[src/hdl/bmf_pkg.sv]
// Shared types and constants for the 5x5 binary majority filter.
package bmf_pkg;

  localparam int CFG_W           = 11;
  localparam int PIX_W           = 8;
  localparam int MAX_WIDTH_DEF   = 1024;
  localparam int WIN_RADIUS      = 2;
  localparam int WIN_SIDE        = 2 * WIN_RADIUS + 1;
  localparam int WIN_BITS        = WIN_SIDE * WIN_SIDE;
  localparam int LINES           = WIN_SIDE - 1;
  localparam int CNT_W           = $clog2(WIN_BITS + 1);
  localparam int WHITE_THRESHOLD = 13;
  localparam int MIN_DIM         = 5;

  localparam logic [CFG_W-1:0] WIDTH_RESET  = CFG_W'(640);
  localparam logic [CFG_W-1:0] HEIGHT_RESET = CFG_W'(480);
  localparam logic [PIX_W-1:0] PIX_WHITE    = PIX_W'(255);
  localparam logic [PIX_W-1:0] PIX_BLACK    = PIX_W'(0);

  // Configuration register indexes.
  localparam logic [1:0] REG_IMAGE_WIDTH  = 2'd0;
  localparam logic [1:0] REG_IMAGE_HEIGHT = 2'd1;

  typedef struct packed {
    logic [PIX_W-1:0] pixel;
    logic             frame_start;
  } in_word_t;

  typedef struct packed {
    logic [PIX_W-1:0] out_pixel;
    logic             row_end;
    logic             frame_end;
  } out_word_t;

  // Position flags of one pixel, from the position tracker to the datapath.
  typedef struct packed {
    logic emit;
    logic inner;
    logic row_end;
    logic frame_end;
  } pos_flags_t;

endpackage

[src/hdl/bmf_window.sv]
// 5x5 window shift register and majority vote over its 25 bits.
module bmf_window (
  input  logic                         clk,
  input  logic                         rst,
  input  logic                         shift,
  input  logic [bmf_pkg::WIN_SIDE-1:0] column,
  output logic                         majority
);
  import bmf_pkg::*;

  logic [WIN_BITS-1:0] window_bits;
  logic [WIN_BITS-1:0] window_bits_next;
  logic [CNT_W-1:0]    ones;

  assign window_bits_next = {window_bits[WIN_BITS-WIN_SIDE-1:0], column};

  always_comb begin
    ones = '0;
    for (int i = 0; i < WIN_BITS; i++) begin
      ones = ones + CNT_W'(window_bits_next[i]);
    end
  end

  assign majority = ones >= CNT_W'(WHITE_THRESHOLD);

  always_ff @(posedge clk) begin
    if (rst) begin
      window_bits <= '0;
    end else if (shift) begin
      window_bits <= window_bits_next;
    end
  end

endmodule

[config.mk]
export PLATFORM = sky130hd
export DESIGN_NAME = bmf_window
export DESIGN_NICKNAME = d
export VERILOG_FILES = /design/src/hdl/bmf_pkg.sv /design/src/hdl/bmf_window.sv
export SDC_FILE = /design/constraint.sdc
export NUM_CORES = 1
export LEC_CHECK = 0
export BUFFER_PORTS_ARGS = -buffer_cell sky130_fd_sc_hd__buf_4
export CORE_MARGIN = 3
export CORE_UTILIZATION = 30
export DETAILED_ROUTE_END_ITERATION = 10
export GPL_TIMING_DRIVEN = 0
export HOLD_SLACK_MARGIN = 0.06
export SKIP_CTS_REPAIR_TIMING = 1
export SYNTH_ARGS = -nofsm -noshare
export SYNTH_HDL_FRONTEND = slang
export SYNTH_SLANG_ARGS = --single-unit
[constraint.sdc]
create_clock -name clk -period 5 [get_ports clk]
set_clock_uncertainty 0.15 [all_clocks]
set_input_delay 0 -clock clk [delete_from_list [all_inputs] [get_ports clk]]
set_output_delay 0 -clock clk [all_outputs]
set_load 0.05 [all_outputs]
Word level (Yosys, flattened, before mapping)
Index checks and enable logic that the tools add are counted.

storage, ports and cells
  register bits = 20
  input port bits = 8
  output and inout port bits = 1
  logic and storage cells = 26

cells by class
  $add $sub $neg = 24
  order comparisons = 1

operators by type and width
  cell                                                                   number
  5-bit by 1-bit adder with 5-bit output                                 20
  4-bit by 1-bit adder with 5-bit output                                 1
  5-bit by 4-bit >= comparator with 1-bit output, second input constant  1
  3-bit by 1-bit adder with 4-bit output                                 1
  2-bit by 1-bit adder with 3-bit output                                 1
  1-bit by 1-bit adder with 2-bit output                                 1

Logic depth before layout (Yosys ltp)
  depth in word-level cells = 25
  gate-level depth with buffers = 14
  gate-level depth less buffers = 14

Worst setup path before layout
No wires, ideal clock.

  path kind = register -> output
  start point = register window_bits[0]
  end point = output majority
  arrival time = 4474 ps
  required time = 4850 ps
  slack = 376 ps
  cell stages (with the launch flop) = 13
  buffers on the path = 0
  cell sequence = dfxtp_1 inv_1 fa_1 fa_1 fa_1 fa_1 fa_1 fa_1 inv_1 fa_1 nor2b_1 nor3_1 a2111o_1

on the way
  cells in the longest elaborated chain, start to end = 21

ends and longest elaborated chain
  item                                                   line              source
  from (decl)                                            bmf_window.sv:11  logic [WIN_BITS-1:0] window_bits;
  from (signal assigned)                                 bmf_window.sv:30  window_bits <= window_bits_next;
  5-bit by 1-bit adder with 5-bit output (20 in series)  bmf_window.sv:20  ones = ones + CNT_W'(window_bits_next[i]);
  5-bit by 4-bit >= comparator with 1-bit output         bmf_window.sv:24  assign majority = ones >= CNT_W'(WHITE_THRESHOLD);
  to (decl)                                              bmf_window.sv:7   output logic majority

Every way passes these cells.

Worst setup path after layout
  start point = register window_bits[12]
  end point = output majority

on the way
  cells in the longest elaborated chain, start to end = 9

ends and longest elaborated chain
  item                                                  line
  5-bit by 1-bit adder with 5-bit output (8 in series)  bmf_window.sv:20
  5-bit by 4-bit >= comparator with 1-bit output        bmf_window.sv:24

Every way passes these cells.

==> results.sh <==
export IMPL_setup_violations=0
export IMPL_top_regs="window_bits (20)"
export IMPL_pre_cts_ws_ns=0.233
export IMPL_ant_nets=0
export IMPL_root_buffer="clkbuf_8"
export IMPL_routed_wl_um=2270
export IMPL_cts_sinks=20
export IMPL_peakVddDrop_uv=91.7
export IMPL_syn_nets=169
export IMPL_area_delta_synth_final_pct=19.6
export IMPL_drt_iter0_markers=50
export IMPL_grt_max_degree=11
export IMPL_port_buffers=6
export IMPL_maxCapViolCount=0
export IMPL_fillCellCount=405
export IMPL_drive_gt1_share_pct=13.4
export IMPL_grt_pass1_wl_um=4130
export IMPL_antenna_found_initial=0
export IMPL_vias=877
export IMPL_insertion_delay_ns=0.26
export IMPL_first_pass_iters=4
export IMPL_endpoint_kind="primary output"
export IMPL_die_x_um=73.0
export IMPL_crit_fanout=3
export IMPL_core_um2=4170
export IMPL_hp_class="primary input to register"
export IMPL_wire_per_inst_um=11.0
export IMPL_seqPwrFrac_pct=39.1
export IMPL_rows=23
export IMPL_ff2ff_path_depth=3
export IMPL_yosysUniqueCellTypes=15
export IMPL_muxShareOfSynthArea_pct=14.9
export IMPL_powerDensity_nw_per_um2=267
export IMPL_finalPower_w=0.000431
export IMPL_holdWs_ns=0.0416
export IMPL_slew_violations=0
export IMPL_period_needed_ns=4.90
export IMPL_synth_yosys_seq_area_share_pct=29.7
export IMPL_final_util_pct=38.6
export IMPL_worstPathArrival_ns=4.75
export IMPL_combPwrFrac_pct=36.8
export IMPL_p_clk_share_pct=24.1
export IMPL_die_h_um=73.0
export IMPL_worstMarginPinSlew_ns=0.479
export IMPL_clockBufferDepth=2
export IMPL_fmax_mhz=204
export IMPL_overflow=0
export IMPL_hpwl_um=1860
export IMPL_grt_use_total_pct=10.1
export IMPL_power_internal_w=0.000293
export IMPL_synth_compound_area_share_pct=2.69
export IMPL_drcViolationCount=0
export IMPL_finalHoldViolCount=0
export IMPL_p_sw_share_pct=31.9
export IMPL_cts_tree="built"
export IMPL_synth_simple_gate_area_share_pct=7.15
export IMPL_mostFrequentLayoutCell="inv_1"
export IMPL_grt_pass1_vias=905
export IMPL_dieArea_um2=5330
export IMPL_largest_register_ffs=20
export IMPL_fin_setup_tns_ns=0
export IMPL_status="finished clean"
export IMPL_p_leak_nw=0.773
export IMPL_path_clk_slew_ns=0.07
export IMPL_fin_ws_ns=0.0958
export IMPL_rsz0062_at_grt="yes"
export IMPL_synth_xor_area_share_pct=1.21
export IMPL_top_register="window_bits"
export IMPL_via_per_inst=4.24
export IMPL_boundaryPins=9
export IMPL_fin_crit_sh_pct=98.1
export IMPL_synth_top_family_by_area="adder cells"
export IMPL_avgSynthCellArea_um2=9.76
export IMPL_ys_ff_latch=20
export IMPL_cp_data_required_time_ns=4.85
export IMPL_initial_utilization_pct=32.3
export IMPL_cp_start_kind="register"
export IMPL_antennaDiodeCount=0
export IMPL_synthAdderAreaFrac_pct=31.4
export IMPL_syn_cell_area_um2=1350
export IMPL_yosysWarnings=0
export IMPL_numCtsBuffers=3
export IMPL_finalWeightedCongestion=0.798
export IMPL_slew_headroom_pct=68.1
export IMPL_layout_common_cells="inv_1 (41), nor2_1 (21), mux2i_1 (20), fa_1 (17), dfxtp_1 (15)"
export IMPL_switchingPower_w=0.000137
export IMPL_nets=190
export IMPL_cts_max_level=1
export IMPL_hold_depth=3
export IMPL_worst_setup_path_type="register to primary output"
export IMPL_syn_instance_count=138
-- power groups by stage --
stage / Combinational [W] / Sequential [W] / Clock (W)
after floorplan: 0.000119 / 0.000170 / 0
after global placement: 0.000142 / 0.000171 / 0
after detailed placement: 0.000146 / 0.000172 / 0
after CTS: 0.000148 / 0.000168 / 0.000109
after global routing: 0.000185 / 0.000169 / 0.000113
final: 0.000158 / 0.000169 / 0.000104
-- final cells by class --
| cell class | instances | area [um2] | area share (%) |
|---|---|---|---|
| Multi-Input combinational cell | 72 | 777 | 48.2 |
| Sequential cell | 20 | 407 | 25.2 |
| Inverter | 42 | 158 | 9.78 |
| Timing Repair Buffer | 16 | 149 | 9.24 |
| Tap cell | 50 | 62.6 | 3.88 |
| Clock buffer | 3 | 41.3 | 2.56 |
| Buffer | 4 | 17.5 | 1.09 |
-- through the flow --
step / instance area, um2 / cells
6_report: 1610 / 207
5_1_grt: 1610 / 207
4_1_cts: 1500 / 197
3_5_place_dp: 1460 / 194
3_3_place_gp: 1460 / 194
2_1_floorplan: 1350 / 138
-- final timing paths --
check	startpoint	end	slack, ns
max	window_bits[12]	majority	0.1
min	shift	window_bits[14]	0.04
max reg2reg	window_bits[3]	window_bits[3]	3.65
min reg2reg	window_bits[15]	window_bits[15]	0.36
-- synthesized netlist by cell type --
| master | n | area share [%] |
|---|---|---|
| clkbuf_1 | 2 | 0.56 |
| a21oi_1 | 1 | 0.37 |
| nor2b_1 | 2 | 0.93 |
| buf_2 | 2 | 0.74 |
| o21ai_1 | 1 | 0.37 |
| nor3_1 | 1 | 0.37 |
| nor2_1 | 21 | 5.8 |
| a2111oi_2 | 1 | 1.1 |
| dfxtp_1 | 20 | 30 |
| inv_1 | 42 | 12 |
| a2111o_1 | 1 | 0.84 |
| fa_1 | 18 | 27 |
| ha_1 | 5 | 4.6 |
| mux2i_1 | 20 | 15 |
| xnor2_2 | 1 | 1.2 |
-- cells by family after synthesis --
group | after synthesis
xor+xnor | 1
flops | 20
buf+inv | 46
simple gates | 24
mux | 20
fa+ha+maj | 23
compound gates | 4
-- layer usage --
| metal | vias up | wire length [um] | part of all wire [%] | global-route usage (%) |
|---|---|---|---|---|
| met5 | - | 0 | 0 | 0 |
| met4 | 0 | 33 | 1.5 | 3.07 |
| met3 | 3 | 120 | 5.3 | 1.65 |
| met2 | 16 | 1090 | 48 | 16.0 |
| met1 | 415 | 1030 | 45 | 14.1 |
| li1 | 443 | - | - | - |
-- critical path: stages, from the launching register on --
cell	delay [ns]
dfxtp_2	0.34
fa_1	0.54
inv_1	0.05
fa_1	0.54
fa_1	0.45
fa_1	0.55
fa_1	0.44
fa_2	0.36
inv_2	0.07
fa_1	0.39
nor2b_2	0.17
nor3_1	0.07
a2111o_1	0.37
buf_6	0.16
Note: power is estimated with default switching activity, not from simulation.
