==> config.mk <==
export PLATFORM = sky130hd
export DESIGN_NAME = bmf_position
export DESIGN_NICKNAME = d
export VERILOG_FILES = /design/src/hdl/bmf_pkg.sv /design/src/hdl/bmf_position.sv
export SDC_FILE = /design/constraint.sdc
export NUM_CORES = 1
export LEC_CHECK = 0
export BUFFER_PORTS_ARGS = -buffer_cell sky130_fd_sc_hd__buf_2
export CAP_MARGIN = 20
export CORE_UTILIZATION = 45
export CTS_CLUSTER_SIZE = 14
export DETAILED_ROUTE_END_ITERATION = 6
export GPL_ROUTABILITY_DRIVEN = 0
export HOLD_SLACK_MARGIN = 0.1
export MAX_ROUTING_LAYER = met4
export PLACE_DENSITY = 0.66
export SLEW_MARGIN = 5
export SYNTH_ARGS = -nofsm -noshare
export SYNTH_HDL_FRONTEND = slang
export SYNTH_SLANG_ARGS = --single-unit
==> constraint.sdc <==
create_clock -name clk -period 4.9 [get_ports clk]
set_input_delay 0.49 -clock clk [delete_from_list [all_inputs] [get_ports clk]]
set_output_delay 0.49 -clock clk [all_outputs]
set_load 0.01 [all_outputs]
==> src/hdl/bmf_pkg.sv <==
// Shared types and constants for the 5x5 binary majority filter.
package bmf_pkg;

  localparam int CFG_W           = 11;
  localparam int PIX_W           = 8;
  localparam int MAX_WIDTH_DEF   = 1024;
  localparam int WIN_RADIUS      = 2;
  localparam int WIN_SIDE        = 2 * WIN_RADIUS + 1;
  localparam int WIN_BITS        = WIN_SIDE * WIN_SIDE;
  localparam int LINES           = WIN_SIDE - 1;
  localparam int CNT_W           = $clog2(WIN_BITS + 1);
  localparam int WHITE_THRESHOLD = 13;
  localparam int MIN_DIM         = 5;

  localparam logic [CFG_W-1:0] WIDTH_RESET  = CFG_W'(640);
  localparam logic [CFG_W-1:0] HEIGHT_RESET = CFG_W'(480);
  localparam logic [PIX_W-1:0] PIX_WHITE    = PIX_W'(255);
  localparam logic [PIX_W-1:0] PIX_BLACK    = PIX_W'(0);

  // Configuration register indexes.
  localparam logic [1:0] REG_IMAGE_WIDTH  = 2'd0;
  localparam logic [1:0] REG_IMAGE_HEIGHT = 2'd1;

  typedef struct packed {
    logic [PIX_W-1:0] pixel;
    logic             frame_start;
  } in_word_t;

  typedef struct packed {
    logic [PIX_W-1:0] out_pixel;
    logic             row_end;
    logic             frame_end;
  } out_word_t;

  // Position flags of one pixel, from the position tracker to the datapath.
  typedef struct packed {
    logic emit;
    logic inner;
    logic row_end;
    logic frame_end;
  } pos_flags_t;

endpackage

==> src/hdl/bmf_position.sv <==
// Raster position tracker: column and row counters and per-pixel flags.
module bmf_position #(
  parameter int MAX_WIDTH = bmf_pkg::MAX_WIDTH_DEF,
  parameter int AW        = $clog2(MAX_WIDTH)
) (
  input  logic                     clk,
  input  logic                     rst,
  input  logic                     advance,
  input  logic                     frame_start,
  input  logic [bmf_pkg::CFG_W-1:0] image_width,
  input  logic [bmf_pkg::CFG_W-1:0] image_height,
  output logic [AW-1:0]            col,
  output bmf_pkg::pos_flags_t      flags
);
  import bmf_pkg::*;

  // Wide enough for the width register and for MAX_WIDTH itself.
  localparam int WW = (AW + 1 > CFG_W) ? AW + 1 : CFG_W;

  logic [AW-1:0]    column_count;
  logic [AW-1:0]    column_count_next;
  logic [CFG_W-1:0] row_count;
  logic [CFG_W-1:0] row_count_next;
  logic [CFG_W-1:0] row;
  logic [WW-1:0]    width_ext;
  logic [WW-1:0]    width_eff;
  logic [CFG_W-1:0] height_eff;
  logic             line_done;
  logic             frame_done;

  assign col = frame_start ? '0 : column_count;
  assign row = frame_start ? '0 : row_count;

  always_comb begin
    width_ext = WW'(image_width);
    if (width_ext < WW'(MIN_DIM)) begin
      width_eff = WW'(MIN_DIM);
    end else if (width_ext > WW'(MAX_WIDTH)) begin
      width_eff = WW'(MAX_WIDTH);
    end else begin
      width_eff = width_ext;
    end
    height_eff = (image_height < CFG_W'(MIN_DIM)) ? CFG_W'(MIN_DIM) : image_height;
  end

  assign line_done  = WW'(col) >= (width_eff - WW'(1));
  assign frame_done = line_done && (row >= (height_eff - CFG_W'(1)));

  always_comb begin
    flags.emit      = (row >= CFG_W'(WIN_RADIUS)) && (WW'(col) >= WW'(WIN_RADIUS));
    flags.inner     = (row >= CFG_W'(2 * WIN_RADIUS)) && (WW'(col) >= WW'(2 * WIN_RADIUS));
    flags.row_end   = line_done;
    flags.frame_end = frame_done;
  end

  always_comb begin
    if (line_done) begin
      column_count_next = '0;
      row_count_next    = frame_done ? '0 : row + CFG_W'(1);
    end else begin
      column_count_next = col + AW'(1);
      row_count_next    = row;
    end
  end

  always_ff @(posedge clk) begin
    if (rst) begin
      column_count <= '0;
      row_count    <= '0;
    end else if (advance) begin
      column_count <= column_count_next;
      row_count    <= row_count_next;
    end
  end

endmodule

# == After elaboration in Yosys (flattened, before gate mapping) ==
# Cells that the tools add are included.
# word_totals
out_inout_bits,14
wordCells,26
inputBits,26
register_bits,21
# op_classes
muxes,8
reduce_logical,3
n_addsub,4
magnitude_cmp,9
# op_table
operator,n
$mux W11,6
$lt A11 B3 Y1 const B,2
$sub A11 B1 Y11 const B,2
$mux W10,2
$add A11 B1 Y11 const B,1
$ge A10 B11 Y1,1
$ge A11 B11 Y1,1
$ge A11 B2 Y1 const B,1
$ge A11 B3 Y1 const B,1
$gt A11 B11 Y1 const B,1
$add A10 B1 Y10 const B,1
$ge A10 B2 Y1 const B,1
$ge A10 B3 Y1 const B,1
$logic_and A1 B1 Y1,3

# == Longest topological paths before layout ==
# depth
ltp_word,8
mapped_depth,19
depth_no_buf,16

# == Worst setup path after synthesis ==
# No wires, ideal clock.
# synth_timing
path_kind,in2out
start,in image_height[6] (netlist name)
end,out flags[0] (netlist name)
t_required_ns,4.410
path_slack_ns,0.577
cell_stages,18
arrival_time_ns,3.833
path_buffers,2
path_cell_list,nor4_1 > nand2_1 > nor3_1 > inv_1 > o21ai_0 > ha_1 > inv_1 > or4_1 > xor2_1 > ha_1 > a21o_4 > a211oi_2 > o21ai_2 > a21o_1 > buf_6 > nand2_1 > inv_1 > buf_4
# synth_via
elab_chain_cells,5
# synth_rtl
element,line_no,source
from (decl),bmf_position.sv:11,"input logic [bmf_pkg::CFG_W-1:0] image_height,"
$lt A11 B3 Y1,bmf_position.sv:43,height_eff = (image_height < CFG_W'(MIN_DIM)) ? CFG_W'(MIN_DIM) : image_height;
$mux W11 *,bmf_position.sv:43,
$sub A11 B1 Y11 *,bmf_position.sv:47,assign frame_done = line_done && (row >= (height_eff - CFG_W'(1)));
$ge A11 B11 Y1 *,bmf_position.sv:47,
$logic_and A1 B1 Y1 *,bmf_position.sv:47,
to (decl),bmf_position.sv:13,output bmf_pkg::pos_flags_t flags
# Every way passes the cells marked *; elsewhere a longest branch is shown, timed or not.

==> flow_summary.ini <==
[clock_network]
cts_tree = yes
clk_latency_ps = 260
cts_max_level = 1
numCtsBuffers = 3
clockRootBuffer = clkbuf_8
post_cts_buffers = 0
clock-sinks = 21
clkSlewWorstSetupHoldPaths_ps = 90
cts_buffer_depth = 2

[synthesis]
ys.flop_type = dfxtp_1
synthArstFlopShare_pct = 0
yosysWarningCount = 0
synth_edf_count = 0
synthesis.area_mm2 = 0.00241
synth_nets = 375
synth.distinct_cells = 62
syn_inst = 322
synth-seq-area-share_pct = 17.4
syn_avg_cell_area_um2 = 7.48
ys_ff_latch = 21

[setup_path]
cp-end-kind = primary output
crit_type = primary input to primary output
worstSetupStartpointType = primary input
cp.arrival_ps = 4130
cp_max_fo = 5
rr_worst_depth = 9
required_ps = 4410

[sta]
worstMarginPinSlew_ps = 826
setup_viol = 0
worst_slack_ps = 285
hold_viol_final = 0
fin_crit_ps = 4620
maxSlewHeadroom_pct = 44.5
post-route-period-util_pct = 94.2
finalMaxSlewViolations = 0
rsz0062_at_grt = no
finalSetupTns_ps = 0
clock_skew_ps = 2.06
fmax_mhz = 217

[routing]
drc = 0
drtIter0Drc = 190
viasPerCell = 5.82
routed_wirelength_um = 6030
wl_per_cell_um = 14.2
vias = 2467
antenna_left = 0
first_pass_iters = 5

[worst_hold_path]
hold_depth = 2
worstHoldPathType = flop to flop

[placement]
hpwl_um = 4740
port_buffers = 39
dp_slack_ps = 294
placed_cells = 420

[final_layout]
diodes = 0
fin_util_pct = 52.4
layout.nets = 408
layout-drive-gt1-share_pct = 16.7
final_cells = 424
synthToLayoutAreaGrowth_pct = 11.7

[die]
io_pins = 40
die_x_um = 75.2
die-area_mm2 = 0.00565
core-area_mm2 = 0.00514
start_util_pct = 46.9
rows = 26
die_h_um = 75.2

[run]
maxCapViolations = 0

[pwr]
pwr_density_cell_mw_per_mm2 = 138
finalPower_mw = 0.371
ir_drop_v = 0.000142
p_leak_nw = 1.18

[global_route]
grt_util_all_layers_pct = 23.0
grt_pass1_wl_um = 9820
grt_pass1_vias = 2008
antenna_found_initial = 0
grt_max_degree = 22
overflow = 0

[status]
outcome = finished clean
==> layer usage <==
metal	wire, µm	track usage (%)
met5	0	-
met4	42	3.29
met3	288	3.21
met2	2580	32.8
met1	3120	34.7
==> cell families after synthesis <==
kind of cell,after synthesis,synth area share [%]
AND/OR/NAND/NOR,150,33.3
AO/OA/AOI/OAI,71,21.4
buffers and inverters,34,6.49
adder cells (fa/ha/maj),27,14.0
flip-flops,21,17.4
XOR/XNOR,13,4.72
multiplexers,6,2.54
==> flip-flops by register name, summed over array words and instances (netlist names) <==
register      count
column_count     10
row_count        11
==> layout by cell type, fill, tap and decap left out, drive strengths merged, types with 9 or more instances in the layout <==
cell | synthesis | final
a21oi | 13 | 13
buf | 9 | 43
dfxtp | 21 | 21
ha | 27 | 27
inv | 19 | 19
nand2 | 34 | 34
nand3 | 13 | 13
nor2 | 29 | 29
nor2b | 22 | 22
nor3 | 9 | 9
o21ai | 12 | 12
==> Yosys cell counts, types with 4 or more instances <==
cell / count / area [µm²]
buf_4: 5 / 37.5
nor2_1: 29 / 109
dfxtp_1: 21 / 420
a22oi_1: 4 / 30.0
nand4_1: 6 / 37.5
xor2_1: 7 / 61.3
nand3_1: 13 / 65.1
nor2b_1: 22 / 138
mux2i_1: 5 / 50.1
nand4b_1: 4 / 35.0
nor4_1: 6 / 37.5
o22ai_1: 4 / 25.0
and3_1: 5 / 31.3
a211oi_1: 5 / 37.5
a21oi_1: 13 / 65.1
clkbuf_1: 6 / 22.5
o2bb2ai_1: 4 / 35.0
or4_1: 5 / 37.5
nor3_1: 8 / 40.0
o21ai_0: 10 / 50.1
nand2_1: 34 / 128
nand2b_1: 6 / 37.5
xnor2_1: 6 / 52.6
inv_1: 18 / 67.6
ha_1: 27 / 338
==> worst max-delay path: stages <==
cell	delay [ps]
buf_2	110
nor4_1	430
nand2_1	130
nor3_1	290
inv_1	70
o21ai_0	180
ha_1	260
inv_1	110
or4_1	490
xor2_1	160
ha_1	300
a21o_4	210
a211oi_2	230
o21ai_2	110
a21o_1	250
nand2_1	130
inv_1	50
buf_2	130
==> worst paths after layout <==
check	endpoint	startpoint	slack, ps
max	flags[0]	image_height[6]	280
min	column_count[8]$_SDFFE_PP0P_	column_count[8]$_SDFFE_PP0P_	470
max reg2reg	column_count[9]$_SDFFE_PP0P_	column_count[2]$_SDFFE_PP0P_	2060
min reg2reg	column_count[8]$_SDFFE_PP0P_	column_count[8]$_SDFFE_PP0P_	470
==> power by group <==
| part | total [mW] | leakage (nW) | switching [mW] | internal (mW) |
|---|---|---|---|---|
| registers | 0.172 | 0.169 | 0.000821 | 0.171 |
| clock network | 0.121 | 0.0217 | 0.0634 | 0.0574 |
| logic | 0.0783 | 0.987 | 0.0477 | 0.0305 |
==> cell type report <==
| cell class | count | area (µm²) |
|---|---|---|
| Tap cell | 70 | 87.6 |
| Clock buffer | 3 | 41.3 |
| Clock inverter | 1 | 7.51 |
| Sequential cell | 21 | 420 |
| Fill cell | 541 | 2450 |
| Inverter | 19 | 71.3 |
| Multi-Input combinational cell | 267 | 1840 |
| Timing Repair Buffer | 43 | 225 |
==> stage by stage <==
stage | area [µm²] | hold WS [ps]
floorplan | 2410 | 434
global placement | 2640 | 454
detailed placement | 2640 | 457
CTS | 2690 | 470
global route | 2690 | 500
finish | 2690 | 466
==> timing repair <==
item | CTS | global route
setup endpoints to repair | 0 | 1
hold buffers | 0 | 0
gates resized for setup | 0 | 1
hold endpoints to repair | 0 | 0
No activity file was read; power rests on OpenSTA's default activity.
